--- config.mk ---
export PLATFORM = sky130hd
export DESIGN_NAME = ialloc_ctrl
export DESIGN_NICKNAME = d
export VERILOG_FILES = /design/src/hw/rtl/ialloc_pkg.sv /design/src/hw/rtl/ialloc_ctrl.sv
export SDC_FILE = /design/constraint.sdc
export NUM_CORES = 1
export LEC_CHECK = 0
export BUFFER_PORTS_ARGS = -buffer_cell sky130_fd_sc_hd__clkbuf_2
export CAP_MARGIN = 20
export CORE_MARGIN = 2
export CORE_UTILIZATION = 39
export DETAILED_ROUTE_END_ITERATION = 10
export PLACE_DENSITY = 0.72
export SLEW_MARGIN = 30
export SYNTH_ARGS = -nofsm -noshare
export SYNTH_HDL_FRONTEND = slang
export SYNTH_SLANG_ARGS = --single-unit
export TNS_END_PERCENT = 30
--- constraint.sdc ---
create_clock -name clk -period 2.74 [get_ports clk]
set_input_delay 0.137 -clock clk [delete_from_list [all_inputs] [get_ports clk]]
set_output_delay 0.137 -clock clk [all_outputs]
set_load 0.01 [all_outputs]
--- src/hw/rtl/ialloc_pkg.sv ---
// Shared types and codes for the slot index allocator.
// Holds the request and response structs, the controller/datapath command and
// status structs, and the selector codes. No dependencies.
package ialloc_pkg;

	localparam int FREE_DEPTH_DEF = 1024;
	localparam int INDEX_BITS_DEF = 16;
	localparam int MAX_RUN_DEF    = 64;

	// request modes
	localparam logic [2:0] MODE_ALLOC_ONE = 3'd0;
	localparam logic [2:0] MODE_FREE_ONE  = 3'd1;
	localparam logic [2:0] MODE_ALLOC_RUN = 3'd2;
	localparam logic [2:0] MODE_FREE_RUN  = 3'd3;
	localparam logic [2:0] MODE_CONTAINS  = 3'd4;
	localparam logic [2:0] MODE_CLEAR     = 3'd5;

	// response status codes
	localparam logic [2:0] ST_OK        = 3'd0;
	localparam logic [2:0] ST_FULL      = 3'd1;
	localparam logic [2:0] ST_RANGE     = 3'd2;
	localparam logic [2:0] ST_LIST_FULL = 3'd3;
	localparam logic [2:0] ST_DUP       = 3'd4;

	// read address select
	localparam logic [1:0] RA_FEM1 = 2'd0;
	localparam logic [1:0] RA_I    = 2'd1;
	localparam logic [1:0] RA_JM1  = 2'd2;

	// write address select
	localparam logic WA_FE = 1'b0;
	localparam logic WA_J  = 1'b1;

	// write data select
	localparam logic [1:0] WD_SIDX = 2'd0;
	localparam logic [1:0] WD_APP  = 2'd1;
	localparam logic [1:0] WD_RD   = 2'd2;
	localparam logic [1:0] WD_V    = 2'd3;

	// free entry count operations
	localparam logic [2:0] FE_NONE    = 3'd0;
	localparam logic [2:0] FE_INC     = 3'd1;
	localparam logic [2:0] FE_DEC     = 3'd2;
	localparam logic [2:0] FE_SUB_LEN = 3'd3;
	localparam logic [2:0] FE_CLR     = 3'd4;

	// high-water count operations
	localparam logic [2:0] HW_NONE    = 3'd0;
	localparam logic [2:0] HW_INC     = 3'd1;
	localparam logic [2:0] HW_DEC     = 3'd2;
	localparam logic [2:0] HW_ADD_LEN = 3'd3;
	localparam logic [2:0] HW_CLR     = 3'd4;

	// scan pointer operations
	localparam logic [1:0] I_NONE = 2'd0;
	localparam logic [1:0] I_ZERO = 2'd1;
	localparam logic [1:0] I_ONE  = 2'd2;
	localparam logic [1:0] I_INC  = 2'd3;

	localparam logic [2:0] J_NONE   = 3'd0;
	localparam logic [2:0] J_COPY_I = 3'd1;
	localparam logic [2:0] J_DEC    = 3'd2;
	localparam logic [2:0] J_INC    = 3'd3;
	localparam logic [2:0] J_FIRST  = 3'd4;

	localparam logic [1:0] K_NONE = 2'd0;
	localparam logic [1:0] K_ZERO = 2'd1;
	localparam logic [1:0] K_INC  = 2'd2;

	// result index / length select
	localparam logic [1:0] IS_ZERO  = 2'd0;
	localparam logic [1:0] IS_HW    = 2'd1;
	localparam logic [1:0] IS_RD    = 2'd2;
	localparam logic [1:0] IS_START = 2'd3;

	localparam logic [1:0] LS_ZERO = 2'd0;
	localparam logic [1:0] LS_ONE  = 2'd1;
	localparam logic [1:0] LS_LEN  = 2'd2;

	typedef struct packed {
		logic [2:0]  mode;
		logic [15:0] slot_index;
		logic [6:0]  run_length;
	} req_t;

	typedef struct packed {
		logic [2:0]  status;
		logic [15:0] granted_index;
		logic [6:0]  granted_length;
		logic        present;
	} rsp_t;

	typedef struct packed {
		logic       latch;
		logic       rd_en;
		logic [1:0] rd_sel;
		logic       wr_en;
		logic       wr_asel;
		logic [1:0] wr_dsel;
		logic [2:0] fe_op;
		logic [2:0] hw_op;
		logic [1:0] i_op;
		logic [2:0] j_op;
		logic [1:0] k_op;
		logic       v_load;
		logic       scan_clr;
		logic       scan_upd;
		logic       res_set;
		logic [2:0] res_status;
		logic [1:0] res_isel;
		logic [1:0] res_lsel;
		logic       res_present;
		logic       publish;
	} cmd_t;

	typedef struct packed {
		logic [2:0] mode;
		logic       len_ok;
		logic       fe_zero;
		logic       fe_full;
		logic       fe_room;
		logic       hw_full;
		logic       hw_zero;
		logic       run_fits;
		logic       sidx_ge_hw;
		logic       sidx_zero;
		logic       i_eq_fe;
		logic       i_ge_fe;
		logic       j_zero;
		logic       app_in;
		logic       app_last;
		logic       dup;
		logic       hit;
		logic       rd_gt_v;
		logic       rd_ge_hw;
		logic       rd_eq_hwm1;
		logic       rd_eq_sidx;
		logic       out_free;
	} st_t;

endpackage

--- src/hw/rtl/ialloc_ctrl.sv ---
// Controller of the slot index allocator: sequences each request over the
// datapath. Depends on ialloc_pkg.
module ialloc_ctrl (
	input  logic             clk,
	input  logic             arst_n,
	input  logic             req_valid,
	output logic             req_ready,
	input  ialloc_pkg::st_t  st,
	output ialloc_pkg::cmd_t cmd
);
	import ialloc_pkg::*;

	localparam logic [4:0] S_IDLE     = 5'd0;
	localparam logic [4:0] S_DISP     = 5'd1;
	localparam logic [4:0] S_A1       = 5'd2;
	localparam logic [4:0] S_SCAN_RD  = 5'd3;
	localparam logic [4:0] S_SCAN_USE = 5'd4;
	localparam logic [4:0] S_MOVE_RD  = 5'd5;
	localparam logic [4:0] S_MOVE_WR  = 5'd6;
	localparam logic [4:0] S_APPEND   = 5'd7;
	localparam logic [4:0] S_SORT_I   = 5'd8;
	localparam logic [4:0] S_SORT_V   = 5'd9;
	localparam logic [4:0] S_SORT_J   = 5'd10;
	localparam logic [4:0] S_SORT_C   = 5'd11;
	localparam logic [4:0] S_TRIM_RD  = 5'd12;
	localparam logic [4:0] S_TRIM_C   = 5'd13;
	localparam logic [4:0] S_RET_RD   = 5'd14;
	localparam logic [4:0] S_RET_C    = 5'd15;
	localparam logic [4:0] S_CONT_RD  = 5'd16;
	localparam logic [4:0] S_CONT_C   = 5'd17;
	localparam logic [4:0] S_FIN      = 5'd18;

	logic [4:0] state_q, state_d;

	assign req_ready = (state_q == S_IDLE);

	always_ff @(posedge clk or negedge arst_n) begin
		if (!arst_n)
			state_q <= S_IDLE;
		else
			state_q <= state_d;
	end

	always_comb begin
		cmd     = '0;
		state_d = state_q;
		case (state_q)
			S_IDLE: begin
				if (req_valid) begin
					cmd.latch = 1'b1;
					state_d   = S_DISP;
				end
			end
			S_DISP: begin
				state_d = S_FIN;
				case (st.mode)
					MODE_ALLOC_ONE: begin
						if (!st.fe_zero) begin
							cmd.rd_en  = 1'b1;
							cmd.rd_sel = RA_FEM1;
							state_d    = S_A1;
						end else if (!st.hw_full) begin
							cmd.res_set  = 1'b1;
							cmd.res_isel = IS_HW;
							cmd.res_lsel = LS_ONE;
							cmd.hw_op    = HW_INC;
						end else begin
							cmd.res_set    = 1'b1;
							cmd.res_status = ST_FULL;
						end
					end
					MODE_FREE_ONE: begin
						if (st.sidx_ge_hw) begin
							cmd.res_set    = 1'b1;
							cmd.res_status = ST_RANGE;
						end else if (st.fe_full) begin
							cmd.res_set    = 1'b1;
							cmd.res_status = ST_LIST_FULL;
						end else begin
							cmd.wr_en   = 1'b1;
							cmd.wr_asel = WA_FE;
							cmd.wr_dsel = WD_SIDX;
							cmd.fe_op   = FE_INC;
						end
					end
					MODE_ALLOC_RUN: begin
						if (!st.len_ok) begin
							cmd.res_set    = 1'b1;
							cmd.res_status = ST_RANGE;
						end else begin
							cmd.i_op     = I_ZERO;
							cmd.scan_clr = 1'b1;
							state_d      = S_SCAN_RD;
						end
					end
					MODE_FREE_RUN: begin
						if (!st.len_ok) begin
							cmd.res_set    = 1'b1;
							cmd.res_status = ST_RANGE;
						end else if (!st.fe_room) begin
							cmd.res_set    = 1'b1;
							cmd.res_status = ST_LIST_FULL;
						end else begin
							cmd.k_op = K_ZERO;
							state_d  = S_APPEND;
						end
					end
					MODE_CONTAINS: begin
						if (!(st.sidx_zero || st.sidx_ge_hw)) begin
							cmd.i_op = I_ZERO;
							state_d  = S_CONT_RD;
						end
					end
					MODE_CLEAR: begin
						cmd.fe_op = FE_CLR;
						cmd.hw_op = HW_CLR;
					end
					default: state_d = S_FIN;
				endcase
			end
			S_A1: begin
				cmd.res_set  = 1'b1;
				cmd.res_isel = IS_RD;
				cmd.res_lsel = LS_ONE;
				cmd.fe_op    = FE_DEC;
				state_d      = S_FIN;
			end
			S_SCAN_RD: begin
				if (st.i_eq_fe) begin
					cmd.res_set = 1'b1;
					if (st.run_fits) begin
						cmd.res_isel = IS_HW;
						cmd.res_lsel = LS_LEN;
						cmd.hw_op    = HW_ADD_LEN;
					end else begin
						cmd.res_status = ST_FULL;
					end
					state_d = S_FIN;
				end else begin
					cmd.rd_en  = 1'b1;
					cmd.rd_sel = RA_I;
					state_d    = S_SCAN_USE;
				end
			end
			S_SCAN_USE: begin
				if (st.dup) begin
					cmd.res_set    = 1'b1;
					cmd.res_status = ST_DUP;
					state_d        = S_FIN;
				end else if (st.hit) begin
					cmd.res_set  = 1'b1;
					cmd.res_isel = IS_START;
					cmd.res_lsel = LS_LEN;
					cmd.j_op     = J_FIRST;
					cmd.i_op     = I_INC;
					state_d      = S_MOVE_RD;
				end else begin
					cmd.scan_upd = 1'b1;
					cmd.i_op     = I_INC;
					state_d      = S_SCAN_RD;
				end
			end
			S_MOVE_RD: begin
				if (st.i_eq_fe) begin
					cmd.fe_op = FE_SUB_LEN;
					state_d   = S_FIN;
				end else begin
					cmd.rd_en  = 1'b1;
					cmd.rd_sel = RA_I;
					state_d    = S_MOVE_WR;
				end
			end
			S_MOVE_WR: begin
				cmd.wr_en   = 1'b1;
				cmd.wr_asel = WA_J;
				cmd.wr_dsel = WD_RD;
				cmd.i_op    = I_INC;
				cmd.j_op    = J_INC;
				state_d     = S_MOVE_RD;
			end
			S_APPEND: begin
				if (st.app_in) begin
					cmd.wr_en   = 1'b1;
					cmd.wr_asel = WA_FE;
					cmd.wr_dsel = WD_APP;
					cmd.fe_op   = FE_INC;
				end
				cmd.k_op = K_INC;
				if (st.app_last) begin
					cmd.i_op = I_ONE;
					state_d  = S_SORT_I;
				end
			end
			S_SORT_I: begin
				if (st.i_ge_fe) begin
					state_d = S_TRIM_RD;
				end else begin
					cmd.rd_en  = 1'b1;
					cmd.rd_sel = RA_I;
					state_d    = S_SORT_V;
				end
			end
			S_SORT_V: begin
				cmd.v_load = 1'b1;
				cmd.j_op   = J_COPY_I;
				state_d    = S_SORT_J;
			end
			S_SORT_J: begin
				if (st.j_zero) begin
					cmd.wr_en   = 1'b1;
					cmd.wr_asel = WA_J;
					cmd.wr_dsel = WD_V;
					cmd.i_op    = I_INC;
					state_d     = S_SORT_I;
				end else begin
					cmd.rd_en  = 1'b1;
					cmd.rd_sel = RA_JM1;
					state_d    = S_SORT_C;
				end
			end
			S_SORT_C: begin
				cmd.wr_en   = 1'b1;
				cmd.wr_asel = WA_J;
				if (st.rd_gt_v) begin
					cmd.wr_dsel = WD_RD;
					cmd.j_op    = J_DEC;
					state_d     = S_SORT_J;
				end else begin
					cmd.wr_dsel = WD_V;
					cmd.i_op    = I_INC;
					state_d     = S_SORT_I;
				end
			end
			S_TRIM_RD: begin
				if (st.fe_zero) begin
					state_d = S_FIN;
				end else begin
					cmd.rd_en  = 1'b1;
					cmd.rd_sel = RA_FEM1;
					state_d    = S_TRIM_C;
				end
			end
			S_TRIM_C: begin
				if (st.rd_ge_hw) begin
					cmd.fe_op = FE_DEC;
					state_d   = S_TRIM_RD;
				end else begin
					state_d = S_RET_RD;
				end
			end
			S_RET_RD: begin
				if (st.fe_zero || st.hw_zero) begin
					state_d = S_FIN;
				end else begin
					cmd.rd_en  = 1'b1;
					cmd.rd_sel = RA_FEM1;
					state_d    = S_RET_C;
				end
			end
			S_RET_C: begin
				if (st.rd_eq_hwm1) begin
					cmd.hw_op = HW_DEC;
					cmd.fe_op = FE_DEC;
					state_d   = S_RET_RD;
				end else begin
					state_d = S_FIN;
				end
			end
			S_CONT_RD: begin
				if (st.i_eq_fe) begin
					cmd.res_set     = 1'b1;
					cmd.res_present = 1'b1;
					state_d         = S_FIN;
				end else begin
					cmd.rd_en  = 1'b1;
					cmd.rd_sel = RA_I;
					state_d    = S_CONT_C;
				end
			end
			S_CONT_C: begin
				if (st.rd_eq_sidx) begin
					state_d = S_FIN;
				end else begin
					cmd.i_op = I_INC;
					state_d  = S_CONT_RD;
				end
			end
			S_FIN: begin
				if (st.out_free) begin
					cmd.publish = 1'b1;
					state_d     = S_IDLE;
				end
			end
			default: state_d = S_IDLE;
		endcase
	end

endmodule

==> metrics.md, run 1 <==
| Metric | Value |
|---|---|
| Syn Nets | 211 |
| Vias per Instance | 5.98 |
| Detailed-route via count | 1620 |
| Slew at the pin with the worst max-slew slack | 0.752 ns |
| Setup slack on the worst flop-to-flop path | 0.63 ns |
| TritonCTS Buffers | 3 |
| Delay of the slowest cell on the worst path | 0.57 ns |
| Dominant cell type by count on the critical path | sky130_fd_sc_hd__nand2b_1 |
| Clock tree buffer depth | 2 |
| Xor/xnor cell area share of the yosys netlist | 0.00745 |
| Ordered list of cells on the worst path | nand2b_1 > nand2b_1 > nor2_1 > a32oi_1 > o31ai_1 > clkbuf_2 |
| Area leader, netlist | sky130_fd_sc_hd__dfrtp_1 |
| Die extent in y | 58.9 um |
| End-of-flow core utilization | 0.533 |
| Number of global-route vias before repair | 1338 |
| Cell types with the largest area share after synthesis | sky130_fd_sc_hd__dfrtp_1, sky130_fd_sc_hd__nand2_1, sky130_fd_sc_hd__nor2_1, sky130_fd_sc_hd__nand2b_1, sky130_fd_sc_hd__a21oi_1 |
| Flip-flop count of the largest register, all copies and words added | 5 |
| Synth Area in Adders | 0 |
| # nets final | 268 |
| Share of synthesized registers carrying an async set or reset | 1.00 |
| Worst Path Class, Setup | register to primary output |
| Setup fix buffers added after clock tree synthesis | 0 |
| Failing checks | DRC |
| Core region area | 2810 sq um |
| Sequential Power Share | 0.198 |
| Residual overflow from global routing | 0 |
| Max VDD drop | 0.000568 V |
| Clk Tree Root Cell | sky130_fd_sc_hd__clkbuf_4 |
| Share of the clock period used by the worst path after layout | 0.835 |
| Minimum clock period after layout | 2.29 ns |
| Worst path buffer plus inverter count | 1 |
| Synthesized area per cell | 6.39 sq um |
| Switching power | 0.563 mW |
| Wire length after detailed routing | 4100 um |
| Leakage power of the design | 0.731 nW |
| Placed wire-length estimate after detailed placement | 3380 um |
| Final max-slew violation count | 0 |
| Final setup violation count | 0 |
| Post-synthesis mux area share | 0 |
| Die ar. | 3470 sq um |
| Diodes inserted | 0 |
| Ranking of synthesized cells by instance count | sky130_fd_sc_hd__nand2_1, sky130_fd_sc_hd__nor2_1 |
| Capture point of the worst reg-to-reg path | state_q[1] |
| Antenna-violating nets left | 0 |
| Crit path depth | 6 |
| Worst slew margin relative to its limit | 0.498 |
| Input/output buffers | 61 |
| Power Dens Cells | 683 nW/um^2 |
| Nature of the critical path startpoint | register |
| Worst min-delay path category | primary input to async pin |
| Iteration-0 DRC Markers | 102 |
| # hold bufs at CTS | 1 |
| Critical path's slowest cell | sky130_fd_sc_hd__dfrtp_1 |
| Global-route wire length before repair | 6350 um |
| Top reg by flops | state_q |
| Clock latency at the later pin of the worst-skew pair | 0.24 ns |
| Startpoint of the lowest-slack register-to-register path | state_q[2] |
| Synth Flop Type | sky130_fd_sc_hd__dfrtp_1 |
| Level count of the clock H-tree | 1 |
| CTS tree | yes |
| Largest registers | state_q x5 |
| Rows | 19 |
| RSZ-0062 raised after global routing | no |
| Dominant combinational cell family by area after synthesis | simple AND/OR/NAND/NOR gates |
| Number of synthesis warnings | 0 |
| Max Cap Viol | 0 |
| DR pass1 iterations | 7 |
| Initial antenna violation count | 0 |
| P&R area growth vs syn | 27.1% |
| Critical path startpoint | state_q[4] |
| Number of top-level pins | 62 |
| Depth of the worst register-to-register path | 5 |
| Most common cell in the netlist | sky130_fd_sc_hd__nand2_1 |
| Number of gates resized after cts | 0 |
| Timing-limited maximum frequency | 437 MHz |
| Clk_skew | 0.00672 ns |
| Largest net degree at the start of global routing | 24 |
| Wirelength per Cell | 15.1 um |
| Required time of the worst setup path | 2.60 ns |
| Area share of the largest cell type after synthesis | 0.106 |
| Area share of and/or/nand/nor cells after synthesis | 0.484 |
| Routability cong. | 0.979 |
| Clock transition time at the flip-flop clock pins of the worst setup and hold paths | 0.05 ns |
| Mapped cell area | 1180 sq um |
| Part of the power in combinational logic | 0.719 |
| Number of DRC violations after detailed routing | 3 |
| Worst Setup End Kind | primary output |
| Synthesized-area fraction occupied by ao, oa, aoi and oai cells | 0.312 |
| Initial Utilization | 0.419 |
| Part of the power in the clock network | 0.083 |
| Number of clock sinks | 5 |
| Number of fill cells in the layout | 297 |
| Total routing usage reported by global routing | 0.238 |
| Final Hold Viols | 0 |
| Termination of the worst setup path | cmd[23] |
| Sequential area share after synthesis | 0.106 |
| Net Sw Frac | 0.551 |
| Number of enable-type register cells in the synthesized netlist | 0 |
| Number of flip-flops and latches in the synthesized netlist | 5 |
| Cells after synthesis | 184 |
| Number of distinct library cells after synthesis | 49 |
| Width of the die | 58.9 um |
| Crit Path Max Fanout | 16 |
| Summed negative setup slack over all endpoints | 0 ns |
| Worst endpoint data arrival time | 2.15 ns |
| Outcome | finished, violations left |
| Internal power contribution | 0.459 mW |
| Share of layout cells above drive strength 1 | 0.329 |
| Kind of cell adding the most delay to the critical path | simple AND/OR/NAND/NOR gates |
## placed cells by master (no fill, tap or decap), drive strengths merged, types with 4 or more instances in the layout
master,n
nor4,8
nor2,17
dfrtp,5
a21oi,10
o21ai,12
nand3,10
nand2b,10
clkbuf,65
nor3,14
and3,4
nand2,25
inv,8
nor2b,8
## kinds of logic (layout without fill, tap and decap cells)
family / count (synthesis) / after routing
and+or+nand+nor: 106 / 106
AOI/OAI and AO/OA: 52 / 52
buffers and inverters: 20 / 76
DFF: 5 / 5
xor gates and xnor gates: 1 / 1
## worst min-delay path by stage
stage	start	endpoint	slack, ns	depth (start not counted)
5_1_grt	arst_n	state_q[2]	0.26	2
3_5_place_dp	arst_n	state_q[2]	-0.04	1
6_report	arst_n	state_q[2]	0.25	2
4_1_cts	arst_n	state_q[2]	0.25	2
3_3_place_gp	arst_n	state_q[2]	-0.04	1
2_1_floorplan	arst_n	state_q[0]	-0.16	0
## stage by stage
| stage | total power, mW | hold WS [ns] | worst slack, ns | cells | instance area [sq um] |
|---|---|---|---|---|---|
| after global routing | 1.11 | 0.256 | 0.188 | 271 | 1500 |
| after CTS | 1.01 | 0.246 | 0.461 | 271 | 1500 |
| after floorplan | 0.725 | -0.159 | 1.19 | 184 | 1180 |
| after detailed placement | 0.921 | -0.0378 | 0.732 | 266 | 1460 |
| final | 1.02 | 0.248 | 0.453 | 271 | 1500 |
| after global placement | 0.933 | -0.0410 | 0.643 | 266 | 1460 |
## metal layers
layer | part of all wire | wire [um] | global-route usage
met1 | 0.46 | 1870 | 0.372
met2 | 0.45 | 1850 | 0.343
met4 | 0.0088 | 36 | 0.0649
met5 | 0 | 0 | 0
met3 | 0.082 | 336 | 0.0220
## area by class of cell
cell class	instances	area (sq um)	area share
inverters	8	30.0	0.0201
repair buffers	64	330	0.221
multi-input cells	159	945	0.632
clock buffers	4	26.3	0.0176
well taps	31	38.8	0.0259
flip-flops and latches	5	125	0.0837
## power by group through the flow
| stage | registers [mW] | logic [mW] | clock network (mW) |
|---|---|---|---|
| global route | 0.212 | 0.801 | 0.0931 |
| floorplan | 0.121 | 0.603 | 0 |
| detailed placement | 0.197 | 0.723 | 0 |
| CTS | 0.197 | 0.729 | 0.0878 |
| global placement | 0.197 | 0.737 | 0 |
| finish | 0.202 | 0.734 | 0.0852 |
(Power assumes the default switching activity.)
==> run 2, diff against run 1 <==
==> constraint.sdc (replaced) <==
create_clock -name clk -period 2.2 [get_ports clk]
set_input_delay 0.11 -clock clk [delete_from_list [all_inputs] [get_ports clk]]
set_output_delay 0.11 -clock clk [all_outputs]
set_load 0.01 [all_outputs]
==> metrics.md, run 2 (synthesis gave the netlist of run 1 again) <==
| Metric | Value |
|---|---|
| Wire length after detailed routing | 4120 um (was 4100 um) |
| Largest registers | state_q x5 (unchanged) |
| End-of-flow core utilization | 0.562 (was 0.533) |
| Antenna-violating nets left | 0 (unchanged) |
| Total routing usage reported by global routing | 0.241 (was 0.238) |
| Worst Path Class, Setup | register to primary output (unchanged) |
| Required time of the worst setup path | 2.09 ns (was 2.60 ns) |
| Die extent in y | 58.9 um (unchanged) |
| Minimum clock period after layout | 2.06 ns |
| Level count of the clock H-tree | 1 (unchanged) |
| Hold wc startpoint | st[7] |
| Delay of the slowest cell on the worst path | 0.45 ns (was 0.57 ns) |
| Worst slew margin relative to its limit | 0.627 (was 0.498) |
| Clock tree buffer depth | 2 (unchanged) |
| Share of layout cells above drive strength 1 | 0.369 (was 0.329) |
| Kind of cell adding the most delay to the critical path | simple AND/OR/NAND/NOR gates (unchanged) |
| Iteration-0 DRC Markers | 147 (was 102) |
| Slew at the pin with the worst max-slew slack | 0.554 ns (was 0.752 ns) |
| Timing-limited maximum frequency | 485 MHz |
| Max VDD drop | 0.000456 V (was 0.000568 V) |
| P&R area growth vs syn | 33.9% (was 27.1%) |
| Leakage power of the design | 0.769 nW (was 0.731 nW) |
| Number of top-level pins | 62 (unchanged) |
| Number of DRC violations after detailed routing | 3 (unchanged) |
| Flip-flop count of the largest register, all copies and words added | 5 (unchanged) |
| RSZ-0062 raised after global routing | no (unchanged) |
| Placement Cell Area | 1530 sq um (was 1460 sq um) |
| Max Cap Viol | 0 (unchanged) |
| Number of clock sinks | 5 (unchanged) |
| Startpoint of the lowest-slack register-to-register path | state_q[4] (was state_q[2]) |
| Critical path startpoint | state_q[2] (was state_q[4]) |
| Wirelength per Cell | 14.7 um (was 15.1 um) |
| Final worst slack | 0.137 ns (was 0.453 ns) |
| Power Dens Cells | 868 nW/um^2 (was 683 nW/um^2) |
| Crit Path Max Fanout | 10 (was 16) |
| Placed wire-length estimate after detailed placement | 3440 um (was 3380 um) |
| Diodes inserted | 0 (unchanged) |
| DR pass1 iterations | 8 (was 7) |
| Input/output buffers | 61 (unchanged) |
| Clock transition time at the flip-flop clock pins of the worst setup and hold paths | 0.04 ns (was 0.05 ns) |
| Filler-free cell count of the finished design | 280 (was 271) |
| Leading cell types in the layout, fill and taps excluded | sky130_fd_sc_hd__clkbuf_2, sky130_fd_sc_hd__nand2_1, sky130_fd_sc_hd__nor2_1 (unchanged) |
| Initial Utilization | 0.419 (unchanged) |
| Worst min-delay path category | primary input to register (was primary input to async pin) |
| Worst endpoint data arrival time | 1.95 ns (was 2.15 ns) |
| Most common library cell in the layout ignoring fill and taps | sky130_fd_sc_hd__clkbuf_2 (unchanged) |
| Initial antenna violation count | 0 (unchanged) |
| Share of the clock period used by the worst path after layout | 0.938 |
| Nature of the critical path startpoint | register (unchanged) |
| Top reg by flops | state_q (unchanged) |
| Setup slack at placement | 0.359 ns (was 0.732 ns) |
| Clock latency at the later pin of the worst-skew pair | 0.23 ns (was 0.24 ns) |
| Routability cong. | 0.996 (was 0.979) |
| Failing checks | DRC (unchanged) |
| Largest net degree at the start of global routing | 18 (was 24) |
| TritonCTS Buffers | 3 (unchanged) |
| Summed negative setup slack over all endpoints | 0 ns (unchanged) |
| Worst path buffer plus inverter count | 2 (was 1) |
| Final setup violation count | 0 (unchanged) |
| Instance count after placement with tap cells included | 275 (was 266) |
| Core region area | 2810 sq um (unchanged) |
| Ordered list of cells on the worst path | buf_4 > or3_4 > nor2_4 > nand2_1 > or2_1 > nand3_1 > clkbuf_2 (was nand2b_1 > nand2b_1 > nor2_1 > a32oi_1 > o31ai_1 > clkbuf_2) |
| Vias per Instance | 5.89 (was 5.98) |
| Worst hold slack | 0.214 ns (was 0.248 ns) |
| Outcome | finished, violations left (unchanged) |
| Residual overflow from global routing | 0 (unchanged) |
| Global-route wire length before repair | 6500 um (was 6350 um) |
| CTS tree | yes (unchanged) |
| Number of global-route vias before repair | 1433 (was 1338) |
| Clk Tree Root Cell | sky130_fd_sc_hd__clkbuf_4 (unchanged) |
| Width of the die | 58.9 um (unchanged) |
| Detailed-route via count | 1649 (was 1620) |
| Final max-slew violation count | 0 (unchanged) |
| Clk_skew | 0.00130 ns (was 0.00672 ns) |
| Die ar. | 3470 sq um (unchanged) |
| Worst Setup End Kind | primary output (unchanged) |
| Final Hold Viols | 0 (unchanged) |
| Sum of internal, switching and leakage power | 1.37 mW (was 1.02 mW) |
| Rows | 19 (unchanged) |
| # nets final | 277 (was 268) |
| Critical path's slowest cell | sky130_fd_sc_hd__dfrtp_2 (was sky130_fd_sc_hd__dfrtp_1) |
| Final design instance area without fill | 1580 sq um (was 1500 sq um) |
## run 2: area by class of cell
type | count | area [sq um]
inverter | 8 | 30.0
fill | 271 | 1230
sequential | 5 | 129
multi-input combinational | 159 | 953
timing repair buffer | 73 | 398
clock buffer | 4 | 26.3
tap | 31 | 38.8
## run 2: metal layers
layer	vias to the layer above	part of all wire	global-route usage
met2	103	0.45	0.348
met1	731	0.44	0.371
met5	-	0	0
li1	811	-	-
met4	0	0.011	0.0877
met3	4	0.10	0.0154
## run 2: worst paths after layout
check	end	slack, ns	cells after the start
max reg2reg	state_q[1]	0.42	5
min in group asynchronous	state_q[0]	0.22	2
max in group asynchronous	state_q[3]	1.83	2
min reg2reg	state_q[2]	0.64	1
max	cmd[4]	0.14	7
min	state_q[0]	0.21	3
## run 2: what timing repair did
action	in CTS	in global routing
hold endpoints to repair	5	0
setup endpoints to repair	0	10
buffers inserted	0	0
hold buffers	1	0
gates resized for setup	0	5
## run 2: power breakdown
group | leakage, nW | total (mW) | internal (mW) | switching, mW
clock network | 0.0150 | 0.103 | 0.0683 | 0.0342
logic | 0.694 | 1.04 | 0.455 | 0.590
registers | 0.0601 | 0.220 | 0.126 | 0.0938
total | 0.769 | 1.37 | 0.649 | 0.718
## run 2: worst register-to-register path, cell delays in order, from the launching register on
cell,delay [ns]
sky130_fd_sc_hd__dfrtp_1,0.50
sky130_fd_sc_hd__nand2b_1,0.24
sky130_fd_sc_hd__buf_4,0.19
sky130_fd_sc_hd__nor4_1,0.49
sky130_fd_sc_hd__nor4_1,0.15
sky130_fd_sc_hd__o311ai_1,0.11
==> run 3, diff against run 2 <==
--- a/config.mk
+++ b/config.mk
@@ -10,7 +10,7 @@
 export CORE_MARGIN = 2
 export CORE_UTILIZATION = 39
 export DETAILED_ROUTE_END_ITERATION = 10
-export PLACE_DENSITY = 0.72
+export PLACE_DENSITY_LB_ADDON = 0.25
 export SLEW_MARGIN = 30
 export SYNTH_ARGS = -nofsm -noshare
 export SYNTH_HDL_FRONTEND = slang
==> metrics.md, run 3 (synthesis gave the netlist of run 1 again) <==
| Metric | Value |
|---|---|
| Outcome | finished, violations left (unchanged) |
| Failing checks | DRC (unchanged) |
| P&R area growth vs syn | 34.8% (was 33.9%) |
| Total routing usage reported by global routing | 0.251 (was 0.241) |
| Detailed-route via count | 1664 (was 1649) |
| Clock transition time at the flip-flop clock pins of the worst setup and hold paths | 0.05 ns (was 0.04 ns) |
| Number of top-level pins | 62 (unchanged) |
| Number of DRC violations after detailed routing | 5 (was 3) |
| Diodes inserted | 0 (unchanged) |
| Antenna-violating nets left | 0 (unchanged) |
| Setup fix buffers added after clock tree synthesis | 0 (unchanged) |
| DR pass1 iterations | 7 (was 8) |
| Placement Cell Area | 1530 sq um (unchanged) |
| Iteration-0 DRC Markers | 131 (was 147) |
| Input/output buffers | 61 (unchanged) |
| End-of-flow core utilization | 0.565 (was 0.562) |
| Clk_skew | 0.00821 ns (was 0.00130 ns) |
| Critical path's slowest cell | sky130_fd_sc_hd__dfrtp_2 (unchanged) |
| Number of clock sinks | 5 (unchanged) |
| Global-route wire length before repair | 6650 um (was 6500 um) |
| Worst endpoint data arrival time | 2.00 ns (was 1.95 ns) |
| Final worst slack | 0.0893 ns (was 0.137 ns) |
| RSZ-0062 raised after global routing | no (unchanged) |
| Number of fill cells in the layout | 292 (was 271) |
| Number of global-route vias before repair | 1388 (was 1433) |
| Flip-flop count of the largest register, all copies and words added | 5 (unchanged) |
| Largest net degree at the start of global routing | 19 (was 18) |
| Max VDD drop | 0.000428 V (was 0.000456 V) |
| Share of the clock period used by the worst path after layout | 0.959 (was 0.938) |
| Most common library cell in the layout ignoring fill and taps | sky130_fd_sc_hd__clkbuf_2 (unchanged) |
| Worst Setup End Kind | primary output (unchanged) |
| Instance count after placement with tap cells included | 275 (unchanged) |
| Filler-free cell count of the finished design | 280 (unchanged) |
| Vias per Instance | 5.94 (was 5.89) |
| Placed wire-length estimate after detailed placement | 3460 um (was 3440 um) |
| Worst path buffer plus inverter count | 2 (unchanged) |
| Leakage power of the design | 0.774 nW (was 0.769 nW) |
| Final setup violation count | 0 (unchanged) |
| # nets final | 277 (unchanged) |
| Die extent in y | 58.9 um (unchanged) |
| CTS tree | yes (unchanged) |
| Die ar. | 3470 sq um (unchanged) |
| Rows | 19 (unchanged) |
| Width of the die | 58.9 um (unchanged) |
| Timing-limited maximum frequency | 474 MHz (was 485 MHz) |
| Initial antenna violation count | 0 (unchanged) |
| Core region area | 2810 sq um (unchanged) |
| Minimum clock period after layout | 2.11 ns (was 2.06 ns) |
| Share of layout cells above drive strength 1 | 0.369 (unchanged) |
| Worst Path Class, Setup | register to primary output (unchanged) |
| TritonCTS Buffers | 3 (unchanged) |
| Worst hold slack | 0.185 ns (was 0.214 ns) |
| Clock tree buffer depth | 2 (unchanged) |
| Kind of cell adding the most delay to the critical path | simple AND/OR/NAND/NOR gates (unchanged) |
| Clk Tree Root Cell | sky130_fd_sc_hd__clkbuf_4 (unchanged) |
| Delay of the slowest cell on the worst path | 0.46 ns (was 0.45 ns) |
| Critical path startpoint | state_q[1] (was state_q[2]) |
| Worst min-delay path category | primary input to register (unchanged) |
| Startpoint of the lowest-slack register-to-register path | state_q[2] (was state_q[4]) |
| Slew at the pin with the worst max-slew slack | 0.450 ns (was 0.554 ns) |
| Power Dens Cells | 876 nW/um^2 (was 868 nW/um^2) |
| Clock latency at the later pin of the worst-skew pair | 0.27 ns (was 0.23 ns) |
| Residual overflow from global routing | 0 (unchanged) |
| Wirelength per Cell | 15.3 um (was 14.7 um) |
| Worst slew margin relative to its limit | 0.697 (was 0.627) |
| Wire length after detailed routing | 4290 um (was 4120 um) |
| Final Hold Viols | 0 (unchanged) |
| Nature of the critical path startpoint | register (unchanged) |
| Top reg by flops | state_q (unchanged) |
| Initial Utilization | 0.419 (unchanged) |
| Ordered list of cells on the worst path | buf_4 > or3_4 > nor2_4 > nand2_1 > or2_1 > nand3_1 > clkbuf_2 (unchanged) |
| Setup slack at placement | 0.332 ns (was 0.359 ns) |
| Level count of the clock H-tree | 1 (unchanged) |
| Capture point of the worst reg-to-reg path | state_q[1] (unchanged) |
| Sum of internal, switching and leakage power | 1.39 mW (was 1.37 mW) |
| Crit path depth | 7 (unchanged) |
| Required time of the worst setup path | 2.09 ns (about the same) |
| Setup slack on the worst flop-to-flop path | 0.41 ns (was 0.42 ns) |
| Leading cell types in the layout, fill and taps excluded | sky130_fd_sc_hd__clkbuf_2, sky130_fd_sc_hd__nand2_1, sky130_fd_sc_hd__nor2_1 (unchanged) |
| Depth of the worst register-to-register path | 5 (unchanged) |
| Max Cap Viol | 0 (unchanged) |
| Crit Path Max Fanout | 10 (unchanged) |
| Final max-slew violation count | 0 (unchanged) |
| Termination of the worst setup path | cmd[4] (unchanged) |
| Summed negative setup slack over all endpoints | 0 ns (unchanged) |
| Final design instance area without fill | 1590 sq um (was 1580 sq um) |
| Largest registers | state_q x5 (unchanged) |
| Routability cong. | 0.951 (was 0.996) |
[run 3: worst register-to-register path, stage by stage, from the launching register on]
cell                       delay [ns]
sky130_fd_sc_hd__dfrtp_1         0.50
sky130_fd_sc_hd__nand2b_2        0.33
sky130_fd_sc_hd__or3_1           0.39
sky130_fd_sc_hd__o221ai_1        0.27
sky130_fd_sc_hd__nor4_1          0.10
sky130_fd_sc_hd__o311ai_1        0.09
[run 3: worst min-delay path by stage]
stage	startpoint	endpoint	slack, ns	depth (start not counted)
5_1_grt	st[7]	state_q[0]	0.21	3
6_report	st[7]	state_q[0]	0.18	3
3_3_place_gp	arst_n	state_q[2]	-0.07	1
4_1_cts	st[7]	state_q[0]	0.19	3
3_5_place_dp	arst_n	state_q[2]	-0.06	1
2_1_floorplan	arst_n	state_q[0]	-0.19	0
[run 3: layout make-up]
cell class / instances / area (sq um) / share of cell area
Tap cell: 31 / 38.8 / 0.0245
Sequential cell: 5 / 129 / 0.0813
Clock buffer: 4 / 26.3 / 0.0166
Timing Repair Buffer: 73 / 398 / 0.251
Multi-Input combinational cell: 159 / 963 / 0.608
Inverter: 8 / 30.0 / 0.0189
[run 3: power breakdown]
part	internal, mW	switching, mW	total (mW)
clock network	0.0694	0.0509	0.120
logic	0.453	0.609	1.06
registers	0.127	0.0803	0.208
total	0.649	0.740	1.39
[run 3: routing by layer]
| layer | part of all wire | track usage | vias up |
|---|---|---|---|
| met5 | 0 | 0 | - |
| met4 | 0.019 | 0.0844 | 0 |
| met3 | 0.080 | 0.0198 | 9 |
| met2 | 0.45 | 0.400 | 91 |
| met1 | 0.45 | 0.357 | 756 |
| li1 | - | - | 808 |
[run 3: repair_timing]
item | in CTS | in global routing
endpoints found under the hold margin | 5 | 0
endpoints found under the setup margin | 0 | 12
resized for setup | 0 | 5
hold buffers | 1 | 0
